--- src/rtl/assert_macros.svh ---
// Assertion helpers for the RTL
`ifndef ASSERT_MACROS_SVH
`define ASSERT_MACROS_SVH

`ifndef ASSERT_OFF

// Property checked on every rising clock edge outside reset
`define ASSERT_AT(lbl, clk, rst_n, prop, msg) \
  lbl: assert property (@(posedge clk) disable iff (!(rst_n)) (prop)) else $error(msg);

// Antecedent this cycle implies consequent in the next
`define ASSERT_NEXT(lbl, clk, rst_n, ante, cons, msg) \
  lbl: assert property (@(posedge clk) disable iff (!(rst_n)) (ante) |=> (cons)) \
    else $error(msg);

`else

`define ASSERT_AT(lbl, clk, rst_n, prop, msg)
`define ASSERT_NEXT(lbl, clk, rst_n, ante, cons, msg)

`endif

`endif

--- src/rtl/tcs_pkg.sv ---
package tcs_pkg;

  localparam int MAX_WIDTH  = 256;
  localparam int MAX_HEIGHT = 256;

  localparam int COL_W  = (MAX_WIDTH > 1) ? $clog2(MAX_WIDTH) : 1;
  localparam int ROW_W  = (MAX_HEIGHT > 1) ? $clog2(MAX_HEIGHT) : 1;
  localparam int DEPTH  = MAX_WIDTH * MAX_HEIGHT;
  localparam int ADDR_W = (DEPTH > 1) ? $clog2(DEPTH) : 1;

  localparam int CFG_W  = 9;
  localparam int IDX_W  = 3;
  localparam int SEL_W  = 2;
  localparam int CH_W   = 8;
  localparam int PIX_W  = 3 * CH_W;

  // working width for signed position arithmetic
  localparam int POS_W  = (COL_W > ROW_W) ? COL_W : ROW_W;
  localparam int CALC_W = ((POS_W > CFG_W) ? POS_W : CFG_W) + 2;

  typedef enum logic [IDX_W-1:0] {
    REG_FRAME_WIDTH   = 3'd0,
    REG_FRAME_HEIGHT  = 3'd1,
    REG_SHIFT_X       = 3'd2,
    REG_SHIFT_Y       = 3'd3,
    REG_SOURCE_SELECT = 3'd4,
    REG_TARGET_SELECT = 3'd5
  } tcs_reg_e;

  typedef enum logic [SEL_W-1:0] {
    CH_RED   = 2'd0,
    CH_GREEN = 2'd1,
    CH_BLUE  = 2'd2,
    CH_NONE  = 2'd3
  } tcs_chan_e;

  localparam logic OP_LOAD = 1'b0;
  localparam logic OP_EMIT = 1'b1;

  // effective configuration: dimensions clamped, shifts limited
  typedef struct packed {
    logic [CFG_W-1:0]  width;
    logic [CFG_W-1:0]  height;
    logic [CALC_W-1:0] shift_x;
    logic [CALC_W-1:0] shift_y;
    tcs_chan_e         src;
    tcs_chan_e         tgt;
  } tcs_cfg_t;

endpackage

--- src/rtl/tcs_cfg.sv ---
module tcs_cfg
  import tcs_pkg::*;
(
  input  logic             clk_i,
  input  logic             rst_ni,
  input  logic             cfg_we_i,
  input  logic [IDX_W-1:0] cfg_index_i,
  input  logic [CFG_W-1:0] cfg_wdata_i,
  output tcs_cfg_t         cfg_o
);

  logic [CFG_W-1:0] width_q, height_q, shift_x_q, shift_y_q;
  logic [SEL_W-1:0] src_q, tgt_q;

  always_ff @(posedge clk_i or negedge rst_ni) begin
    if (!rst_ni) begin
      width_q   <= CFG_W'(256);
      height_q  <= CFG_W'(256);
      shift_x_q <= '0;
      shift_y_q <= '0;
      src_q     <= '0;
      tgt_q     <= '0;
    end else if (cfg_we_i) begin
      unique case (tcs_reg_e'(cfg_index_i))
        REG_FRAME_WIDTH:   width_q   <= cfg_wdata_i;
        REG_FRAME_HEIGHT:  height_q  <= cfg_wdata_i;
        REG_SHIFT_X:       shift_x_q <= cfg_wdata_i;
        REG_SHIFT_Y:       shift_y_q <= cfg_wdata_i;
        REG_SOURCE_SELECT: src_q     <= cfg_wdata_i[SEL_W-1:0];
        REG_TARGET_SELECT: tgt_q     <= cfg_wdata_i[SEL_W-1:0];
        default: ;
      endcase
    end
  end

  logic [CFG_W-1:0]         w_eff, h_eff;
  logic signed [CALC_W-1:0] sx, sy, lim_x, lim_y;

  always_comb begin
    if (width_q == '0) begin
      w_eff = CFG_W'(1);
    end else if (int'(width_q) > MAX_WIDTH) begin
      w_eff = CFG_W'(MAX_WIDTH);
    end else begin
      w_eff = width_q;
    end
    if (height_q == '0) begin
      h_eff = CFG_W'(1);
    end else if (int'(height_q) > MAX_HEIGHT) begin
      h_eff = CFG_W'(MAX_HEIGHT);
    end else begin
      h_eff = height_q;
    end

    // limit to +/-(dim-1)
    lim_x = $signed(CALC_W'(w_eff)) - $signed(CALC_W'(1));
    lim_y = $signed(CALC_W'(h_eff)) - $signed(CALC_W'(1));
    sx    = CALC_W'($signed(shift_x_q));
    sy    = CALC_W'($signed(shift_y_q));
    if (sx > lim_x) begin
      sx = lim_x;
    end else if (sx < -lim_x) begin
      sx = -lim_x;
    end
    if (sy > lim_y) begin
      sy = lim_y;
    end else if (sy < -lim_y) begin
      sy = -lim_y;
    end

    cfg_o.width   = w_eff;
    cfg_o.height  = h_eff;
    cfg_o.shift_x = sx;
    cfg_o.shift_y = sy;
    cfg_o.src     = tcs_chan_e'(src_q);
    cfg_o.tgt     = tcs_chan_e'(tgt_q);
  end

endmodule

--- config.mk ---
export PLATFORM = sky130hd
export DESIGN_NAME = tcs_cfg
export DESIGN_NICKNAME = d
export VERILOG_FILES = /design/src/rtl/assert_macros.svh /design/src/rtl/tcs_pkg.sv /design/src/rtl/tcs_cfg.sv
export SDC_FILE = /design/constraint.sdc
export NUM_CORES = 1
export LEC_CHECK = 0
export BUFFER_PORTS_ARGS = -buffer_cell sky130_fd_sc_hd__buf_2
export CORE_MARGIN = 3
export CORE_UTILIZATION = 58
export CTS_CLUSTER_SIZE = 28
export DETAILED_ROUTE_END_ITERATION = 8
export GPL_TIMING_DRIVEN = 0
export PLACE_DENSITY_LB_ADDON = 0.12
export SETUP_SLACK_MARGIN = 0.3
export SLEW_MARGIN = 20
export SYNTH_ARGS = -nofsm -noshare
export SYNTH_HDL_FRONTEND = slang
export SYNTH_SLANG_ARGS = --single-unit
--- constraint.sdc ---
create_clock -name clk_i -period 5.9 [get_ports clk_i]
set_input_delay 0.59 -clock clk_i [delete_from_list [all_inputs] [get_ports clk_i]]
set_output_delay 0.59 -clock clk_i [all_outputs]
set_load 0.02 [all_outputs]
Yosys cells after proc, flatten, opt, wreduce, memory -nomap -nowiden
Cells that the tools add are included.
Widths: inputs -> output; s select.
{"block": "op_classes", "addsub": 4, "n_reduce_logical": 9, "order_cmp": 6, "n_eq_ne": 5, "n_mux": 8}
{"cell": "$mux 11", "count": 4}
{"cell": "$mux 9", "count": 4}
{"cell": "$lt 9x11->1", "count": 2}
{"cell": "$neg 10->11", "count": 2}
{"cell": "$gt 9x10->1", "count": 2}
{"cell": "$sub 9x1->10 const B", "count": 2}
{"cell": "$gt 9x9->1 const B", "count": 2}
{"cell": "$logic_not 9->1", "count": 2}
{"cell": "$reduce_and 2->1", "count": 6}
{"cell": "$eq 3x2->1 const B", "count": 2}
{"cell": "$eq 3x3->1 const B", "count": 2}
{"cell": "$eq 3x1->1 const B", "count": 1}
{"cell": "$logic_not 3->1", "count": 1}
{"block": "word_totals", "regBits": 40, "inputBits": 15, "out_inout_bits": 44, "elab_cells": 38}

Logic depth before layout (Yosys ltp)
{"block": "logic_depth", "ltp_word": 8, "ltp_mapped": 21, "ltp_nobuf": 19}

Least setup slack after synthesis
OpenSTA, ideal clock, no wires.
{"block": "synth_path", "kind": "register -> output", "startpoint": "register height_q[5]", "endpoint": "output port cfg_o[8] (netlist name)", "arrival_ps": 5467, "slack_ps": -157, "stages_incl_launch_ff": 21, "path_buffers": 3, "path_cell_list": "dfrtp_1 -> nor3_1 -> a31oi_1 -> nor2_1 -> inv_1 -> ha_1 -> buf_2 -> xnor2_1 -> nand3_1 -> nor3b_1 -> and3_1 -> xnor2_1 -> ha_1 -> nand3_1 -> a21oi_1 -> nor3_1 -> or2_2 -> clkbuf_1 -> clkbuf_1 -> o21ai_0 -> o21ai_0"}
{"element": "start: declaration", "line": "tcs_cfg.sv:12", "text": "logic [CFG_W-1:0] width_q, height_q, shift_x_q, shift_y_q;"}
{"element": "start signal: assignment", "line": "tcs_cfg.sv:26", "text": "REG_FRAME_HEIGHT: height_q <= cfg_wdata_i;"}
{"element": "end: declaration", "line": "tcs_cfg.sv:9", "text": "output tcs_cfg_t cfg_o"}

==> results.py <==
metrics = {
    "finish": {
        "area_growth_pct": 26.42,
        "antenna_cells": 0,
        "fillCellCount": 397,
        "finalNetCount": 578,
        "layout-drive-gt1-share_pct": 37.79,
    },
    "synthesis": {
        "ys_ff_latch": 40,
        "synth_edf_count": 0,
        "synth.largest_area_cell": "dfrtp_1",
        "async_reset_ff_share_pct": 100.0,
        "seq_area_frac_synth_pct": 26.19,
        "yosys_most_used_dff": "dfrtp_1",
        "syn_avg_cell_area_um2": 8.930,
        "syn_area_mm2": 0.003831,
        "ys_warn_count": 0,
        "synth_area_leaders": "dfrtp_1 (25%), ha_1 (13%), mux2_2 (11%)",
        "synth_nets": 484,
        "netlist_instances": 429,
        "yosys.area.top_type_share_pct": 24.82,
        "synth_cell_types": 63,
    },
    "drt": {
        "wire_per_inst_um": 18.37,
        "ant_nets": 0,
        "wl_um": 11000,
        "first_pass_iters": 5,
        "drt_iter0_markers": 269,
        "drc_errors": 0,
        "viasPerCell": 6.384,
        "vias": 3824,
    },
    "clock_network": {
        "clk_pin_slew_ns": 0.07,
        "cts_hold_buf": 0,
        "clockRootBuffer": "clkbuf_8",
        "numClockSinks": 40,
        "cts_max_level": 2,
        "cts_tree": "done",
        "insertion_delay_ns": 0.29,
        "clk_path_buf_depth": 2,
        "numCtsBuffers": 5,
    },
    "timing": {
        "rsz0062_at_grt": "no",
        "slew_violations": 0,
        "fin_skew_ns": 0,
        "max_freq_mhz": 181.3,
        "worstMarginPinSlew_ns": 1.267,
        "setup_viol": 0,
        "setup_tns_ns": 0,
        "fin_crit_sh_pct": 93.47,
        "relSlewSlack_pct": 14.94,
        "hold_violations": 0,
        "holdWs_ns": 0.4072,
        "period_needed_ns": 5.515,
    },
    "grt": {
        "grt_util_met2_pct": 43.08,
        "grt_pass1_wl_um": 16270,
        "grt_max_degree": 41,
        "grtUsageTotal_pct": 26.69,
        "grt-ovfl-total": 0,
        "grtUsageMet1_pct": 38.23,
        "grt-busiest-layer": "met2",
        "use_met3_pct": 3.122,
        "antenna_found_initial": 0,
        "grt_pass1_vias": 3376,
    },
    "worst_setup_path": {
        "regToRegEndpoint": "width_q[8]",
        "crit_path_end_kind": "output pin",
        "path_cells": "nor3_4 > nand2b_1 > a311oi_1 > nand3_1 > nand3b_1 > nor2_2 > or2_2 > ha_1 > nand3_1 > nand2_1 > nor3_4 > or2_2 > buf_2 > clkbuf_4 > a21oi_1 > o22ai_1 > buf_2",
        "reg2reg_depth": 3,
        "r2r_slack_ns": 4.65,
        "cp_slowest_cell": "a311oi_1",
        "slowest_delay_ns": 1.01,
        "arrival_ns": 4.92,
        "crit_path_max_fanout": 10,
        "r2r-start": "width_q[8]",
        "critPathKind": "reg2out",
        "startpoint_type": "flip-flop",
        "worst_ep_required_time_ns": 5.31,
    },
    "place": {
        "io_buffers": 58,
        "place_congestion": 0.9449,
        "dp_hpwl_um": 7327,
    },
    "floorplan": {
        "start_util_pct": 62.13,
        "ios": 59,
        "die_y_um": 87.28,
        "die-area_mm2": 0.007617,
        "core-area_mm2": 0.006166,
        "die_x_um": 87.28,
        "fp-row-count": 28,
    },
    "worst_hold_path": {
        "min_path_type": "in2async",
    },
    "run": {
        "cap_violations": 0,
    },
    "power_and_ir_drop": {
        "power_per_cell_area_mw_per_mm2": 454.0,
        "peakVddDrop_v": 0.0002843,
        "p_leak_nw": 2.172,
    },
    "status": {
        "status": "completed",
    },
}
-- routing by layer --
metal	vias up	wire [µm]	share of wire, %
met5	-	0	0
met4	0	172	1.6
met3	20	754	6.9
met2	186	5314	48
met1	1836	4760	43
li1	1782	-	-
-- layout make-up --
class	instances	area, µm²	area share (%)
Tap cell	75	93.84	1.937
Buffer	17	101.3	2.092
Clock inverter	1	5.005	0.1033
Sequential cell	40	1008	20.82
Clock buffer	7	76.32	1.576
Inverter	21	78.83	1.627
Timing Repair Buffer	86	506.7	10.46
Multi-Input combinational cell	352	2973	61.38
-- cell usage after synthesis (2+ instances only) --
cell,count
mux2i_1,7
buf_2,4
or2_2,4
maj3_1,2
xor2_1,4
dfrtp_1,38
o22ai_1,6
a21o_1,4
a31oi_1,7
nand4_1,2
nand3_1,9
a221oi_2,2
a211oi_1,5
a31o_2,2
nor4bb_1,2
nand4b_1,3
a41oi_1,2
o31ai_1,3
nand2b_1,9
xnor2_1,14
inv_1,21
mux2_2,38
nor3b_1,5
and2_1,3
or3_1,4
o21ai_0,19
o211ai_1,4
nor4b_1,2
and3_1,3
o21bai_1,2
clkbuf_1,11
a22oi_1,4
nor3_1,12
nor2_1,20
o21a_1,6
ha_1,40
nand2_1,37
a311oi_1,2
dfstp_2,2
a32oi_1,2
nor2b_1,20
a21oi_1,22
-- power by group --
group	switching, mW	total, mW	internal [mW]
clock	0.0912	0.174	0.0830
combinational	0.911	1.59	0.682
sequential	0.0944	0.432	0.337
-- worst max path at each step --
stage,from,to,slack (ns)
final,height_q[7],cfg_o[6],0.39
after global routing,height_q[7],cfg_o[6],0.14
after CTS,width_q[4],cfg_o[16],0.32
after detailed placement,height_q[8],cfg_o[9],-0.69
after global placement,height_q[8],cfg_o[7],-0.61
after floorplan,height_q[8],cfg_o[5],0.37
-- kinds of logic (layout without fill, tap and decap cells) --
kind of cell | after synthesis | count (layout) | share of synthesized area, %
AOI/OAI and AO/OA | 103 | 104 | 18.68
muxes | 45 | 45 | 13.00
buffers and inverters | 38 | 132 | 4.050
DFF | 40 | 40 | 26.19
and+or+nand+nor | 141 | 141 | 19.99
other | 1 | 1 | 0.09788
xor gates and xnor gates | 18 | 18 | 4.115
adders and majority gates | 43 | 43 | 13.88
-- stage by stage --
step / power (mW) / worst slack [ns] / instance area (µm²) / util, % / instances
6_report: 2.199 / 0.3853 / 4843 / 78.55 / 599
5_1_grt: 2.363 / 0.1371 / 4843 / 78.55 / 599
4_1_cts: 2.012 / 0.3169 / 4536 / 73.56 / 577
3_5_place_dp: 1.742 / -0.6865 / 4237 / 68.71 / 562
3_3_place_gp: 1.706 / -0.6129 / 4237 / 68.71 / 562
2_1_floorplan: 1.399 / 0.3715 / 3852 / - / 429
-- worst max-delay path, delay by kind of cell (launching register included) --
family | cells | cell delay [ns]
DFF | 1 | 0.43
AOI/OAI and AO/OA | 3 | 1.31
adders and majority gates | 1 | 0.26
and+or+nand+nor | 10 | 1.96
buffers and inverters | 3 | 0.66
-- layout by cell type, fill, tap and decap left out, types with 5 or more instances in the layout --
master	instances
mux2i_1	7
nor3_1	7
o22ai_1	5
nor2_1	17
xnor2_1	12
clkbuf_8	5
nand3_1	7
a21oi_1	20
o21ai_0	17
buf_2	61
clkbuf_1	7
buf_4	29
ha_1	38
mux2_2	38
nor2b_1	20
inv_1	20
dfrtp_1	34
o21a_1	6
nand2_1	35
nand2b_1	8
-- sequential cells by signal (all words and copies together), names as in the netlist --
signal	count
tgt_q	2
width_q	9
src_q	2
shift_x_q	9
height_q	9
shift_y_q	9
-- repair_timing --
item                                    in CTS  in global routing
cloned                                       0                  2
gates resized for setup                     34                 37
buffers inserted                             7                 20
pin swaps                                    6                 12
endpoints found under the setup margin      22                 22
Power figures use the tool's default switching activity.
