**config.mk**
```make
export PLATFORM = sky130hd
export DESIGN_NAME = tcs_addr
export DESIGN_NICKNAME = d
export VERILOG_FILES = /design/src/rtl/assert_macros.svh /design/src/rtl/tcs_pkg.sv /design/src/rtl/tcs_addr.sv
export SDC_FILE = /design/constraint.sdc
export NUM_CORES = 1
export LEC_CHECK = 0
export ABC_AREA = 0
export BUFFER_PORTS_ARGS = -buffer_cell sky130_fd_sc_hd__buf_4
export CAP_MARGIN = 40
export CELL_PAD_IN_SITES_DETAIL_PLACEMENT = 0
export CELL_PAD_IN_SITES_GLOBAL_PLACEMENT = 2
export CORE_MARGIN = 5
export CORE_UTILIZATION = 39
export DETAILED_ROUTE_END_ITERATION = 7
export PLACE_DENSITY_LB_ADDON = 0.1
export RECOVER_POWER = 100
export SYNTH_ARGS = -nofsm -noshare
export SYNTH_HDL_FRONTEND = slang
export SYNTH_SLANG_ARGS = --single-unit
```
**constraint.sdc**
```tcl
create_clock -name clk_i -period 26.6 [get_ports clk_i]
set_clock_uncertainty 0.1 [all_clocks]
set_input_delay 1.33 -clock clk_i [delete_from_list [all_inputs] [get_ports clk_i]]
set_output_delay 1.33 -clock clk_i [all_outputs]
set_load 0.1 [all_outputs]
```
**src/rtl/assert_macros.svh**
```systemverilog
// Assertion helpers for the RTL
`ifndef ASSERT_MACROS_SVH
`define ASSERT_MACROS_SVH

`ifndef ASSERT_OFF

// Property checked on every rising clock edge outside reset
`define ASSERT_AT(lbl, clk, rst_n, prop, msg) \
  lbl: assert property (@(posedge clk) disable iff (!(rst_n)) (prop)) else $error(msg);

// Antecedent this cycle implies consequent in the next
`define ASSERT_NEXT(lbl, clk, rst_n, ante, cons, msg) \
  lbl: assert property (@(posedge clk) disable iff (!(rst_n)) (ante) |=> (cons)) \
    else $error(msg);

`else

`define ASSERT_AT(lbl, clk, rst_n, prop, msg)
`define ASSERT_NEXT(lbl, clk, rst_n, ante, cons, msg)

`endif

`endif

```
**src/rtl/tcs_pkg.sv**
```systemverilog
package tcs_pkg;

  localparam int MAX_WIDTH  = 256;
  localparam int MAX_HEIGHT = 256;

  localparam int COL_W  = (MAX_WIDTH > 1) ? $clog2(MAX_WIDTH) : 1;
  localparam int ROW_W  = (MAX_HEIGHT > 1) ? $clog2(MAX_HEIGHT) : 1;
  localparam int DEPTH  = MAX_WIDTH * MAX_HEIGHT;
  localparam int ADDR_W = (DEPTH > 1) ? $clog2(DEPTH) : 1;

  localparam int CFG_W  = 9;
  localparam int IDX_W  = 3;
  localparam int SEL_W  = 2;
  localparam int CH_W   = 8;
  localparam int PIX_W  = 3 * CH_W;

  // working width for signed position arithmetic
  localparam int POS_W  = (COL_W > ROW_W) ? COL_W : ROW_W;
  localparam int CALC_W = ((POS_W > CFG_W) ? POS_W : CFG_W) + 2;

  typedef enum logic [IDX_W-1:0] {
    REG_FRAME_WIDTH   = 3'd0,
    REG_FRAME_HEIGHT  = 3'd1,
    REG_SHIFT_X       = 3'd2,
    REG_SHIFT_Y       = 3'd3,
    REG_SOURCE_SELECT = 3'd4,
    REG_TARGET_SELECT = 3'd5
  } tcs_reg_e;

  typedef enum logic [SEL_W-1:0] {
    CH_RED   = 2'd0,
    CH_GREEN = 2'd1,
    CH_BLUE  = 2'd2,
    CH_NONE  = 2'd3
  } tcs_chan_e;

  localparam logic OP_LOAD = 1'b0;
  localparam logic OP_EMIT = 1'b1;

  // effective configuration: dimensions clamped, shifts limited
  typedef struct packed {
    logic [CFG_W-1:0]  width;
    logic [CFG_W-1:0]  height;
    logic [CALC_W-1:0] shift_x;
    logic [CALC_W-1:0] shift_y;
    tcs_chan_e         src;
    tcs_chan_e         tgt;
  } tcs_cfg_t;

endpackage

```
**src/rtl/tcs_addr.sv**
```systemverilog
module tcs_addr
  import tcs_pkg::*;
(
  input  logic              clk_i,
  input  logic              rst_ni,
  input  logic              fire_i,
  input  logic              opcode_i,
  input  tcs_cfg_t          cfg_i,
  output logic [ADDR_W-1:0] addr_o,
  output logic              last_o
);

  logic [COL_W-1:0] load_col_q, emit_col_q;
  logic [ROW_W-1:0] load_row_q, emit_row_q;

  logic [CALC_W-1:0]        c, r, c_nx, r_nx, wd, ht;
  logic signed [CALC_W-1:0] sx, sy;

  always_comb begin
    wd = CALC_W'(cfg_i.width);
    ht = CALC_W'(cfg_i.height);
    c  = (opcode_i == OP_EMIT) ? CALC_W'(emit_col_q) : CALC_W'(load_col_q);
    r  = (opcode_i == OP_EMIT) ? CALC_W'(emit_row_q) : CALC_W'(load_row_q);

    // counters left beyond a reduced frame restart on the next row
    if (c >= wd) begin
      c = '0;
      r = r + CALC_W'(1);
    end
    if (r >= ht) begin
      r = '0;
    end

    c_nx   = c + CALC_W'(1);
    r_nx   = r;
    last_o = 1'b0;
    if (c_nx >= wd) begin
      c_nx = '0;
      r_nx = r + CALC_W'(1);
      if (r_nx >= ht) begin
        r_nx   = '0;
        last_o = 1'b1;
      end
    end

    // single wrap is enough: |shift| < dim
    sx = $signed(c) + $signed(cfg_i.shift_x);
    if (sx >= $signed(wd)) sx = sx - $signed(wd);
    if (sx < 0)            sx = sx + $signed(wd);
    sy = $signed(r) + $signed(cfg_i.shift_y);
    if (sy >= $signed(ht)) sy = sy - $signed(ht);
    if (sy < 0)            sy = sy + $signed(ht);

    if (opcode_i == OP_EMIT) begin
      addr_o = ADDR_W'(sy[ROW_W-1:0] * MAX_WIDTH + sx[COL_W-1:0]);
    end else begin
      addr_o = ADDR_W'(r[ROW_W-1:0] * MAX_WIDTH + c[COL_W-1:0]);
    end
  end

  always_ff @(posedge clk_i or negedge rst_ni) begin
    if (!rst_ni) begin
      load_col_q <= '0;
      load_row_q <= '0;
      emit_col_q <= '0;
      emit_row_q <= '0;
    end else if (fire_i) begin
      if (opcode_i == OP_EMIT) begin
        emit_col_q <= c_nx[COL_W-1:0];
        emit_row_q <= r_nx[ROW_W-1:0];
      end else begin
        load_col_q <= c_nx[COL_W-1:0];
        load_row_q <= r_nx[ROW_W-1:0];
      end
    end
  end

endmodule

```
Word-level counts from Yosys, hierarchy flattened
Index checks and enable logic that the tools add are counted.
{"block": "word_totals", "reg_bits": 32, "output_inout_bits": 17, "word_cells": 41}
{"block": "classes", "addsub": 11, "order_cmp": 8, "n_mux": 15, "bitwise": 1, "reduce_logical": 2}
{"operator": "two-way mux 8 bit", "count": 7}
{"operator": "two-way mux 11 bit", "count": 5}
{"operator": ">= comparator 11 x 9 -> 1 bit", "count": 3}
{"operator": "adder 16 x 8 -> 16 bit", "count": 2}
{"operator": "adder 11 x 1 -> 11 bit, second input constant", "count": 2}
{"operator": "adder 11 bit", "count": 2}
{"operator": ">= comparator 11 x 10 -> 1 bit", "count": 2}
{"operator": "< comparator 11 x 1 -> 1 bit, second input constant", "count": 2}
{"operator": "subtractor 11 x 10 -> 11 bit", "count": 2}
{"operator": "adder 8 bit", "count": 2}
{"operator": "two-way mux 16 bit", "count": 1}
{"operator": "adder 8 x 1 -> 9 bit, second input constant", "count": 1}
{"operator": ">= comparator 8 x 9 -> 1 bit", "count": 1}
{"operator": "AND reduction 2 bit", "count": 2}
{"operator": "two-way mux 1 bit", "count": 2}
{"operator": "inverter 1 bit", "count": 1}

Logic depth before layout (Yosys ltp)
{"block": "logic_depth", "ltp_word": 12, "ltp_mapped": 44, "ltp_nobuf": 39}

Worst setup path after synthesis
OpenSTA, ideal clock, no wires.
{"block": "synth_timing", "kind": "in2out", "from": "in opcode_i", "to": "out addr_o[13]", "t_arrival_ns": 11.079, "required_time_ns": 25.170, "path_slack_ns": 14.091, "cell_stages": 41, "path_cell_list": "buf_6 > buf_2 > clkbuf_1 > inv_1 > nand2_1 > and2_1 > inv_1 > ha_1 > and3_4 > nand3_2 > o31a_4 > or4_1 > xor2_1 > inv_2 > ha_1 > a2111oi_0 > o21a_1 > or2_2 > [5 not listed] > a31oi_1 > xor2_1 > ha_1 > a21oi_1 > o21ai_0 > o311ai_1 > a21boi_0 > buf_2 > a21oi_1 > ha_1 > a21oi_1 > nor2b_1 > o31ai_1 > nand2b_1 > xnor2_1 > nand2_1 > o21ai_0 > o21ai_0"}
{"block": "synth_between", "elab_chain_cells": 12}
{"item": "start, declared", "line_no": "tcs_addr.sv:7", "source": "input logic opcode_i,"}
{"item": "two-way mux 8 bit (on tied branches)", "line_no": "tcs_addr.sv:23, tcs_addr.sv:22"}
{"item": "adder 8 x 1 -> 9 bit or >= comparator 8 x 9 -> 1 bit (tied branches)", "line_no": "tcs_addr.sv:28, tcs_addr.sv:26"}
{"item": "two-way mux 11 bit", "line_no": "tcs_addr.sv:26", "source": "if (c >= wd) begin"}
{"item": ">= comparator 11 x 9 -> 1 bit", "line_no": "tcs_addr.sv:30", "source": "if (r >= ht) begin"}
{"item": "two-way mux 11 bit", "line_no": "tcs_addr.sv:30"}
{"item": "adder 11 bit", "line_no": "tcs_addr.sv:50", "source": "sy = $signed(r) + $signed(cfg_i.shift_y);"}
{"item": "subtractor 11 x 10 -> 11 bit or >= comparator 11 x 10 -> 1 bit (tied branches)", "line_no": "tcs_addr.sv:51", "source": "if (sy >= $signed(ht)) sy = sy - $signed(ht);"}
{"item": "two-way mux 11 bit", "line_no": "tcs_addr.sv:51"}
{"item": "< comparator 11 x 1 -> 1 bit or adder 8 bit (tied branches)", "line_no": "tcs_addr.sv:52", "source": "if (sy < 0) sy = sy + $signed(ht);"}
{"item": "two-way mux 8 bit", "line_no": "tcs_addr.sv:52"}
{"item": "adder 16 x 8 -> 16 bit", "line_no": "tcs_addr.sv:55", "source": "addr_o = ADDR_W'(sy[ROW_W-1:0] * MAX_WIDTH + sx[COL_W-1:0]);"}
{"item": "two-way mux 16 bit (*)", "line_no": "tcs_addr.sv:54", "source": "if (opcode_i == OP_EMIT) begin"}
{"item": "end, declared", "line_no": "tcs_addr.sv:9", "source": "output logic [ADDR_W-1:0] addr_o,"}
Every way passes the cells marked *; elsewhere a longest branch is shown, timed or not.

Worst setup path after layout
{"block": "layout_timing", "from": "in opcode_i", "to": "out addr_o[14]"}
The elaborated chain is that of the path after synthesis.

==> run metrics <==
fmax roughly 0.066 GHz; YS warnings 0; via/cell ratio ~5.6; setup repair bufs after CTS 0; CTS buffer count 5; num rows 45; Diodes inserted 0; final hold violations 0; clk buf depth 2; post-synthesis area per instance approximately 7.8 um^2; Worst Path Required approximately 25 ns; Mapped Cells about 750; top post-synthesis cells by area ha_1, dfrtp_1, xnor2_1; post-route ant nets 0; IO Pins between 60 and 70; worst setup path category in -> out; Largest delay share family, worst path buffers and inverters; H-tree Lvls 2; Post-synth ARST share 100%; Reg2Reg Capture Point load_row_q[2]; Die Area around 0.018 mm^2; Synth Register Bits 32; largest net degree at the start of global routing 50; CP peak stage delay 1.86 ns; P_int between 200 and 300 uW; placed cell area between 0.006 and 0.007 mm^2; Fill cells approximately 1,600; Most common cell on crit path ha_1; Post-synth top flop dfrtp_1; first-pass GRT wire length between 20,000 and 30,000 um; fraction of layout cells with a size suffix above 1 roughly 12%; remaining global-route overflow 0; Worst Path Buf+Inv 6; Adder-Cell Fraction of Synth Area between 20% and 30%; Post-synth EDFFs 0; Post-Synthesis Cell Area approximately 0.0059 mm^2; Hold Path Stages 2; worst reg2reg startpoint load_col_q[3]; Post-DP HPWL between 10,000 and 15,000 um; Switch Pwr roughly 300 uW; status finished, violations left; Area Overhead vs Synth 12.1%; Net Sw Frac 53.9%; area fraction of the dominant cell type after synthesis approximately a fifth; Seq pwr share a little under an eighth; CTS root buf clkbuf_16; global routing's busiest layer met2; critical path capture point type output port; syn nets ~900; Total Wirelength between 15,000 and 20,000 um; Die W between 100 and 150 um; M3 GR Usage between 2 and 3%; flop-to-flop setup slack 18.50 ns; routed vias between 5,000 and 6,000; initial core utilization about two fifths; Clk pwr share 11.9%; post_cts resized 0; worst rel slew slack -77.8%; Cell Pwr Density between 80 and 90 mW/mm^2; XOR/XNOR Fraction of Synth Area roughly 8.3%; # nets final 949; hold-fix buffers at CTS 0; Clk Latency, worst-skew pair between 0.2 and 0.3 ns; final setup vio count 0; Die Ht approximately 130 um; Distinct cells, synth 81; combinational power share between 70% and 80%; Compound-Gate Fraction of Synth Area 23.3%; leading area contributor after synthesis ha_1; VDD IR-drop max a little under 0.07 mV; setup TNS 0 ns; # Max-Cap Violations 2; Clock Sink Count 32; RSZ-0062 raised after global routing false; area of the core 0.0150 mm^2; R2R cell count 29; sequential share of the synthesized area a little over an eighth; met2 Use GR about 37%; min-delay worst type reg -> reg; critical path arrival 13.80 ns; Slew Viols, Final between 80 and 90; grt met1 use between 20% and 30%; period utilization 57.3%; I/O Buffers 60; GP Congestion roughly 0.88; HP Start emit_col_q[7]; GRT Total Usage roughly 20%; CTS tree built; largest family of logic cells by synthesized area compound AO/OA/AOI/OAI gates; Worst Hold Slack about 0.38 ns; starting DRC count in detailed routing a little under 300; DRC 0; initial antenna violation count 0; share of synthesized area spent on multiplexers a little under a tenth; startpoint types input port; CP Max Fanout 49; CTS clock-pin slew for the worst setup and hold paths about 0.060 ns; Slew @ Worst Pin approximately 2.7 ns; fin crit period roughly 15 ns; post-route cell area between 0.006 and 0.007 mm^2; First-pass DRT Iterations 4; DR WL/cell 17.5 um; Lkg Pwr 0.00317 uW; Simple-Gate Fraction of Synth Area between 20% and 30%; failing checks capacitance limit, slew limit; slowest stage cell, crit path clkbuf_1; vias in the first global route about 5,700; hold endpoint emit_col_q[7]
[placed cells by master, fill, tap and decap left out, types with 5 or more instances in the layout]
| cell type | instances |
|---|---|
| a21oi_1 | 41 |
| a211oi_1 | 7 |
| dfrtp_1 | 32 |
| clkbuf_16 | 5 |
| clkbuf_1 | 20 |
| ha_1 | 88 |
| and2_1 | 7 |
| mux2_2 | 20 |
| nor2_1 | 69 |
| nand2b_1 | 9 |
| o21a_1 | 15 |
| nand4_1 | 8 |
| a31oi_1 | 9 |
| o211ai_1 | 5 |
| buf_4 | 47 |
| xor2_1 | 17 |
| xnor2_1 | 36 |
| o21ai_0 | 59 |
| nand2_1 | 81 |
| fa_1 | 6 |
| and3_1 | 5 |
| o21ai_1 | 8 |
| a21o_1 | 15 |
| mux2i_1 | 27 |
| nor2b_1 | 14 |
| nand3_1 | 11 |
| nor3_1 | 13 |
| inv_1 | 43 |
| o31ai_1 | 9 |
| nor4_1 | 6 |
[worst register-to-register path, delay by kind of cell, from the launching register on]
family	cells	cell delay, ns
simple gates	8	1.84
mux	2	0.82
compound gates	10	2.51
xor+xnor	2	0.51
flops	1	0.40
buf+inv	3	0.61
fa+ha+maj	4	1.23
[routing by layer]
metal  share of wire [%]  vias to the layer above
met5                   0                        -
li1                    -                     2838
met3                 3.4                       18
met1                  44                     2612
met4                 2.1                        0
met2                  51                      103
[worst max-delay path by stage]
| stage | endpoint | cells past startpoint | slack [ns] | start |
|---|---|---|---|---|
| after CTS | addr_o[14] | 41 | 14.15 | opcode_i |
| after global routing | addr_o[14] | 41 | 10.30 | opcode_i |
| final | addr_o[14] | 41 | 11.37 | opcode_i |
| after floorplan | addr_o[13] | 41 | 14.09 | opcode_i |
| after global placement | addr_o[14] | 41 | 14.27 | opcode_i |
| after detailed placement | addr_o[14] | 41 | 14.17 | opcode_i |
[cells in the mapped netlist, drive strengths merged, types with 12 or more instances]
cell,count
nor2b,14
clkbuf,12
xor2,18
a21oi,41
o21ai,70
inv,44
nor2,70
nand2,83
nand3,13
mux2i,28
mux2,22
a21o,15
dfrtp,32
xnor2,36
ha,88
o21a,15
nor3,13
[cells by family (layout without fill, tap and decap cells)]
family          Yosys count  after routing
simple gates            250            250
compound gates          209            209
fa+ha+maj                94             94
buf+inv                  65            119
xor+xnor                 54             54
mux                      50             50
flops                    32             32
[cell type report]
| cell class | count | area, um^2 | area share (%) |
|---|---|---|---|
| sequential | 32 | 801 | 12.1 |
| clock buffer | 6 | 129 | 1.95 |
| clock inverter | 2 | 35.0 | 0.529 |
| inverter | 44 | 165 | 2.49 |
| timing repair buffer | 67 | 439 | 6.63 |
| tap | 188 | 235 | 3.55 |
| multi-input combinational | 657 | 4820 | 72.8 |
[per-stage QoR]
step                      util, %  worst slack (ns)  instances  total power [uW]
after detailed placement     43.6             14.17        988               494
after global placement       43.4             14.27        986               487
final                        44.0             11.37        996               548
after global routing         44.0             10.30        996               602
after CTS                    44.7             14.15        996               563
after floorplan                 -             14.09        754               401
[flip-flops by register name (all words and copies together), names as in the netlist]
| register | count |
|---|---|
| emit_row_q | 8 |
| load_col_q | 8 |
| load_row_q | 8 |
| emit_col_q | 8 |
[power by group through the flow]
stage	clock [uW]	combinational, uW	sequential (uW)
after floorplan	0	339	61.5
after global placement	0	425	62.7
after detailed placement	0	431	63.1
after CTS	67.0	433	62.2
after global routing	69.8	470	62.9
final	65.4	421	62.0
Power figures use the tool's default switching activity.
